[config.mk]
export PLATFORM = sky130hd
export DESIGN_NAME = bfsa_cell
export DESIGN_NICKNAME = d
export VERILOG_FILES = /design/src/hw/rtl/best_fit_segment_allocator_defines.svh /design/src/hw/rtl/bfsa_pkg.sv /design/src/hw/rtl/bfsa_cell.sv
export SDC_FILE = /design/constraint.sdc
export NUM_CORES = 1
export LEC_CHECK = 0
export BUFFER_PORTS_ARGS = -buffer_cell sky130_fd_sc_hd__buf_2
export CORE_AREA = 2 2 146 148
export CTS_CLUSTER_DIAMETER = 200
export DETAILED_ROUTE_END_ITERATION = 8
export DIE_AREA = 0 0 148 150
export GPL_ROUTABILITY_DRIVEN = 0
export PLACE_DENSITY_LB_ADDON = 0.12
export SLEW_MARGIN = 30
export SYNTH_ARGS = -nofsm -noshare
export SYNTH_HDL_FRONTEND = slang
export SYNTH_SLANG_ARGS = --single-unit
export TNS_END_PERCENT = 50
[constraint.sdc]
create_clock -name clk -period 4.4 [get_ports clk]
set_clock_uncertainty 0.1 [all_clocks]
set_input_delay 0 -clock clk [delete_from_list [all_inputs] [get_ports clk]]
set_output_delay 0 -clock clk [all_outputs]
set_load 0.1 [all_outputs]
[src/hw/rtl/best_fit_segment_allocator_defines.svh]
// ----------------------------------------------------------------------------
// Assertion macros for the best-fit segment allocator
// Shared helpers that keep the concurrent checks short and uniform.
// ----------------------------------------------------------------------------
`ifndef BEST_FIT_SEGMENT_ALLOCATOR_DEFINES_SVH
`define BEST_FIT_SEGMENT_ALLOCATOR_DEFINES_SVH

// condition must hold at every clock edge out of reset
`define BFSA_ASSERT_NOW(label, cond, msg) \
    label: assert property (@(posedge clk) disable iff (!rst_n) (cond)) else $error(msg);

// consequent must hold in the cycle after the antecedent
`define BFSA_ASSERT_NEXT(label, ante, cons, msg) \
    label: assert property (@(posedge clk) disable iff (!rst_n) (ante) |=> (cons)) \
        else $error(msg);

`endif

[src/hw/rtl/bfsa_pkg.sv]
// ----------------------------------------------------------------------------
// bfsa_pkg
// Types, codes and widths shared by the segment table cells and the sequencer.
// ----------------------------------------------------------------------------
`timescale 1ns / 1ps

package bfsa_pkg;

    // address space and field widths
    localparam int ADDR_BITS = 12;
    localparam int LEN_W     = ADDR_BITS + 1;
    // index and count widths cover the largest supported table (256 entries)
    localparam int IDX_W     = 8;
    localparam int CNT_W     = 9;

    localparam logic [LEN_W-1:0] MEM_LIMIT = LEN_W'(1) << ADDR_BITS;

    // operation codes
    localparam logic [1:0] OP_ALLOC   = 2'd0;
    localparam logic [1:0] OP_FREE    = 2'd1;
    localparam logic [1:0] OP_COMPACT = 2'd2;

    // result status codes
    localparam logic [1:0] STAT_OK      = 2'd0;
    localparam logic [1:0] STAT_NOSPACE = 2'd1;
    localparam logic [1:0] STAT_NORANK  = 2'd2;
    localparam logic [1:0] STAT_FULL    = 2'd3;

    // table commands broadcast to every cell
    localparam logic [3:0] CMD_NONE    = 4'd0;
    localparam logic [3:0] CMD_INIT    = 4'd1;
    localparam logic [3:0] CMD_TAKE    = 4'd2;
    localparam logic [3:0] CMD_SPLIT   = 4'd3;
    localparam logic [3:0] CMD_RELEASE = 4'd4;
    localparam logic [3:0] CMD_MERGE   = 4'd5;
    localparam logic [3:0] CMD_SWAP    = 4'd6;
    localparam logic [3:0] CMD_TAIL    = 4'd7;

    // one table entry
    typedef struct packed {
        logic                 used;
        logic [ADDR_BITS-1:0] base;
        logic [LEN_W-1:0]     len;
    } entry_t;

    // table command
    typedef struct packed {
        logic [3:0]           code;
        logic [IDX_W-1:0]     idx;
        logic [ADDR_BITS-1:0] base;
        logic [LEN_W-1:0]     len;
        logic [LEN_W-1:0]     len2;
    } cmd_t;

    // scan token handed from cell to cell
    typedef struct packed {
        logic                 live;
        logic                 rebase;
        logic                 best_ok;
        logic [IDX_W-1:0]     best_idx;
        logic [LEN_W-1:0]     best_len;
        logic [ADDR_BITS-1:0] best_base;
        logic [CNT_W-1:0]     seen;
        logic                 hit;
        logic [IDX_W-1:0]     hit_idx;
        logic [ADDR_BITS-1:0] hit_base;
        logic [LEN_W-1:0]     hit_len;
        logic                 left_free;
        logic                 right_free;
        logic                 prev_free;
        logic                 prev_hit;
        logic [LEN_W-1:0]     cursor;
        logic [CNT_W-1:0]     used_cnt;
    } scan_t;

endpackage

[src/hw/rtl/bfsa_cell.sv]
// ----------------------------------------------------------------------------
// bfsa_cell
// One segment table entry; applies broadcast commands, trades entries with
// its neighbors and updates the scan token as it passes.
// ----------------------------------------------------------------------------
`timescale 1ns / 1ps

module bfsa_cell #(
    parameter int IDX = 0,
    parameter int NUM = 32
) (
    input  logic                    clk,
    input  logic                    rst_n,
    input  bfsa_pkg::cmd_t          cmd,
    input  logic [bfsa_pkg::CNT_W-1:0] count,
    input  logic [bfsa_pkg::LEN_W-1:0] req,
    input  logic [bfsa_pkg::CNT_W-1:0] rank,
    input  bfsa_pkg::entry_t        left_ent,
    input  bfsa_pkg::entry_t        right_ent,
    input  bfsa_pkg::scan_t         wave_in,
    output bfsa_pkg::entry_t        ent,
    output bfsa_pkg::scan_t         wave_out
);

    import bfsa_pkg::*;

    localparam logic [CNT_W-1:0] MY_POS    = CNT_W'(IDX);
    localparam logic             HAS_LEFT  = (IDX > 0);
    localparam logic             HAS_RIGHT = (IDX < NUM - 1);
    localparam logic             MY_PAR    = ((IDX % 2) == 1);

    entry_t           entry_reg;
    entry_t           entry_next;
    scan_t            wave_reg;
    scan_t            wave_next;
    logic             is_valid;
    logic             right_valid;
    logic             my_used;
    logic             my_free;
    logic             right_used;
    logic             rank_match;
    logic [CNT_W-1:0] cmd_pos;

    assign is_valid    = (MY_POS < count);
    assign right_valid = ((MY_POS + CNT_W'(1)) < count);
    assign my_used     = is_valid && entry_reg.used;
    assign my_free     = is_valid && !entry_reg.used;
    assign right_used  = right_valid && right_ent.used;
    assign cmd_pos     = CNT_W'(cmd.idx);
    assign rank_match  = my_used && !wave_in.hit && (wave_in.seen == rank);

    // entry update
    always_comb
    begin
        entry_next = entry_reg;
        case (cmd.code)
            CMD_INIT:
            begin
                entry_next.used = 1'b0;
                if (IDX == 0)
                begin
                    entry_next.base = '0;
                    entry_next.len  = cmd.len;
                end
            end
            CMD_TAKE:
            begin
                if (cmd_pos == MY_POS)
                    entry_next.used = 1'b1;
            end
            CMD_SPLIT:
            begin
                if (cmd_pos == MY_POS)
                begin
                    entry_next.used = 1'b1;
                    entry_next.len  = cmd.len;
                end
                else if (cmd_pos + CNT_W'(1) == MY_POS)
                begin
                    entry_next.used = 1'b0;
                    entry_next.base = cmd.base;
                    entry_next.len  = cmd.len2;
                end
                else if (HAS_LEFT && (MY_POS > cmd_pos + CNT_W'(1)))
                    entry_next = left_ent;
            end
            CMD_RELEASE:
            begin
                if (cmd_pos == MY_POS)
                    entry_next.used = 1'b0;
            end
            CMD_MERGE:
            begin
                if (cmd_pos == MY_POS)
                    entry_next.len = entry_reg.len + right_ent.len;
                else if (HAS_RIGHT && (MY_POS > cmd_pos))
                    entry_next = right_ent;
            end
            CMD_SWAP:
            begin
                // odd-even pass: used entries bubble toward the front
                if (MY_PAR == cmd.idx[0])
                begin
                    if (HAS_RIGHT && !my_used && right_used)
                        entry_next = right_ent;
                end
                else if (HAS_LEFT && !left_ent.used && my_used)
                    entry_next = left_ent;
            end
            CMD_TAIL:
            begin
                if (cmd_pos == MY_POS)
                begin
                    entry_next.used = 1'b0;
                    entry_next.base = cmd.base;
                    entry_next.len  = cmd.len2;
                end
            end
            default:
            begin
                entry_next = entry_reg;
            end
        endcase
        // compaction: used entries take the running base as the token passes
        if (wave_in.live && wave_in.rebase && my_used)
            entry_next.base = wave_in.cursor[ADDR_BITS-1:0];
    end

    // scan token update
    always_comb
    begin
        wave_next = wave_in;
        if (my_free && (entry_reg.len >= req) &&
            (!wave_in.best_ok || (entry_reg.len < wave_in.best_len)))
        begin
            wave_next.best_ok   = 1'b1;
            wave_next.best_idx  = IDX_W'(IDX);
            wave_next.best_len  = entry_reg.len;
            wave_next.best_base = entry_reg.base;
        end
        if (rank_match)
        begin
            wave_next.hit       = 1'b1;
            wave_next.hit_idx   = IDX_W'(IDX);
            wave_next.hit_base  = entry_reg.base;
            wave_next.hit_len   = entry_reg.len;
            wave_next.left_free = wave_in.prev_free;
        end
        else if (my_used && !wave_in.hit)
            wave_next.seen = wave_in.seen + CNT_W'(1);
        if (wave_in.prev_hit)
            wave_next.right_free = my_free;
        wave_next.prev_hit  = rank_match;
        wave_next.prev_free = my_free;
        if (my_used)
        begin
            wave_next.cursor   = wave_in.cursor + entry_reg.len;
            wave_next.used_cnt = wave_in.used_cnt + CNT_W'(1);
        end
    end

    always_ff @(posedge clk or negedge rst_n)
    begin
        if (!rst_n)
        begin
            entry_reg.used <= 1'b0;
            entry_reg.base <= '0;
            entry_reg.len  <= (IDX == 0) ? MEM_LIMIT : '0;
            wave_reg       <= '0;
        end
        else
        begin
            entry_reg <= entry_next;
            wave_reg  <= wave_next;
        end
    end

    assign ent      = entry_reg;
    assign wave_out = wave_reg;

endmodule

==> results.cfg <==
[critical_path]
r2r_start = ent[0]$_DFFE_PN0P_
cp_slowest_stage_delay_ns = 0.59
cp-start-kind = register
path_cells = ha_1 -> inv_1 -> fa_1 -> nand2b_1 -> a21oi_1 -> o21ai_0 -> o21ai_0 -> mux2i_1 -> a31oi_1 -> dlygate4sd3_1
path_buf_inv = 2
crit_top_cell = o21ai_0
crit_type = reg2reg
cp_max_fo = 8
path_depth = 10
cp-end-kind = register
rrSetupSlack_ns = 1.06
rr_endpoint = ent[10]$_DFFE_PN0P_
worstRegToRegCells = 10
required_ns = 4.60
cp_slowest_cell = dlygate4sd3_1
crit_family = compound AO/OA/AOI/OAI gates
arrival_ns = 3.54

[global_route]
grt_pass1_vias = 7586
track_usage_pct = 23.08
antenna_found_initial = 0
grt_pass1_wl_um = 39880
grt_max_degree = 89
overflow = 0

[synthesis]
synth_area_leaders = dfrtp_1 (43%), ha_1 (8.5%), mux2_2 (7.3%)
yosys-top-cells-count = dfrtp_1 (130), nand2_1 (64), o21ai_0 (55)
yosysWarningCount = 0
synth_edf_count = 0
syn_nets = 1032
yosys.area.top_type_share_pct = 43.19
seq_area_frac_synth_pct = 43.54
syn-instance-count = 739
syn_area_um2 = 7532
ys_ff_latch = 131
synthFlopType = dfrtp_1
synth-async-reset-ratio_pct = 100.0
yosysTopAreaCell = dfrtp_1
yosysMostFrequentCell = dfrtp_1
avgSynthCellArea_um2 = 10.19
yosysUniqueCellTypes = 62

[clocking]
cts_setup_buffers = 0
htree_levels = 4
clk_pin_slew_ns = 0.06
clockBufferDepth = 2
clk_latency_ns = 0.42
cts.sinks = 131
numCtsBuffers = 17
cts_hold_buf = 184
cts_resized = 0
cts_tree = yes
cts-root-buf = clkbuf_16

[cells_and_area]
drive_above_1_share_pct = 34.77
area_growth_syn_to_layout_pct = 57.86
nets = 1557
nFillCells = 1863
diodes = 0
fin_cells = 1552

[place]
port_buffers = 344
dp.cells = 1336
hpwlAfterDp_um = 18680

[route]
viasPerCell = 4.860
drtPass1Iterations = 5
ant_nets = 0
drt-wirelength-per-cell_um = 16.67
wl_um = 25880
drt_iter0_drc = 387
num_vias = 7542
route.detailed.drc = 0

[min_path]
holdPathStages = 5
min_from = cmd[31]
hp-class = in2reg
min_to = ent[18]$_DFFE_PN0P_

[sta]
rsz0062_at_grt = false
max_freq_mhz = 299.0
period_share_pct = 76.00
fin_tns_setup_ns = 0
tightest_slew_ns = 0.9107
hold_ws_ns = 0.01932
drv_slew = 0
finalCriticalPeriod_ns = 3.344
hold_violations = 0
relSlewSlack_pct = 39.28
setup_viol = 0

[floorplanning]
die_area_um2 = 22200
io_pins = 371
core_um2 = 20690
placementRows = 53
die_x_um = 148
die_y_um = 150
start_util_pct = 36.41

[power_and_ir_drop]
powerDensity_nw_per_um2 = 493.3
cellLeakagePower_nw = 5.730
peakVddDrop_mv = 0.2270

[outcome]
status = complete, no violations

[job]
cap_violations = 0
==> cell type report <==
type	instances	area (µm²)	share of cell area, %
Multi-Input combinational cell	539	3915	32.93
Sequential cell	131	3279	27.58
Clock buffer	20	446.7	3.757
Inverter	40	150.1	1.263
Clock inverter	12	132.6	1.115
Tap cell	275	344.1	2.894
Timing Repair Buffer	535	3622	30.46
==> stage by stage <==
stage | power (mW) | util [%] | worst slack, ns | area, µm²
final | 5.866 | 57.47 | 1.056 | 11890
after global routing | 6.157 | 57.47 | 0.8082 | 11890
after CTS | 5.903 | 57.47 | 1.047 | 11890
after detailed placement | 4.335 | 45.77 | 1.555 | 9469
after global placement | 4.321 | 45.77 | 1.593 | 9469
after floorplan | 3.734 | - | 1.430 | 7532
==> cells by family (layout without fill, tap and decap cells) <==
kind of cell | count (synthesis) | count (layout) | share of synthesized area (%)
fa+ha+maj | 53 | 53 | 9.003
mux | 63 | 63 | 9.253
simple gates | 197 | 197 | 13.27
compound gates | 186 | 186 | 15.80
flops | 131 | 131 | 43.54
buf+inv | 69 | 607 | 4.485
xor+xnor | 40 | 40 | 4.651
==> how the worst max path moves through the flow <==
stage | endpoint | startpoint
2_1_floorplan | wave_out[87]$_DFF_PN0_ | ent[6]$_DFFE_PN0P_
3_3_place_gp | wave_out[76]$_DFF_PN0_ | ent[0]$_DFFE_PN0P_
3_5_place_dp | wave_out[76]$_DFF_PN0_ | ent[0]$_DFFE_PN0P_
4_1_cts | ent[10]$_DFFE_PN0P_ | ent[1]$_DFFE_PN0P_
5_1_grt | ent[10]$_DFFE_PN0P_ | ent[0]$_DFFE_PN0P_
6_report | ent[10]$_DFFE_PN0P_ | ent[0]$_DFFE_PN0P_
==> placed cells by master (no fill, tap or decap), types with 4 or more instances in the layout <==
| cell | n |
|---|---|
| buf_2 | 343 |
| dlygate4sd3_1 | 184 |
| dfrtp_1 | 130 |
| nand2_1 | 64 |
| o21ai_0 | 55 |
| ha_1 | 51 |
| mux2_2 | 49 |
| nor2_1 | 46 |
| a21oi_1 | 43 |
| inv_1 | 40 |
| xnor2_1 | 30 |
| nor2b_1 | 23 |
| clkbuf_16 | 17 |
| a22oi_1 | 16 |
| a31oi_1 | 14 |
| nand2b_1 | 11 |
| mux2i_1 | 10 |
| xor2_1 | 10 |
| nand3_1 | 9 |
| nand4_1 | 9 |
| a21o_1 | 8 |
| and3_1 | 7 |
| buf_4 | 7 |
| a222oi_1 | 6 |
| a211oi_1 | 4 |
| o211ai_1 | 4 |
| mux2_1 | 4 |
| o21a_1 | 4 |
| o21bai_1 | 4 |
| or4_1 | 4 |
==> sequential cells by signal (all words and copies together) (netlist names) <==
signal and count:
wave_out 105, ent 26
==> power by group <==
part	switching, mW	internal [mW]
sequential	0.160	1.40
combinational	2.17	0.749
clock	0.540	0.849
total	2.87	3.00
==> routing by layer <==
metal,track usage [%],part of all wire [%],routed length (µm)
met4,8.000,2.3,603
met5,0,0,0
met2,41.64,51,13170
met1,27.63,42,10840
met3,4.146,4.9,1260
==> worst min-delay path, cell delays in order <==
cell and delay, ns:
buf_2 0.08, a22oi_1 0.11, nor2_1 0.12, a21oi_1 0.05
o21ai_0 0.14
(Power assumes the default switching activity.)
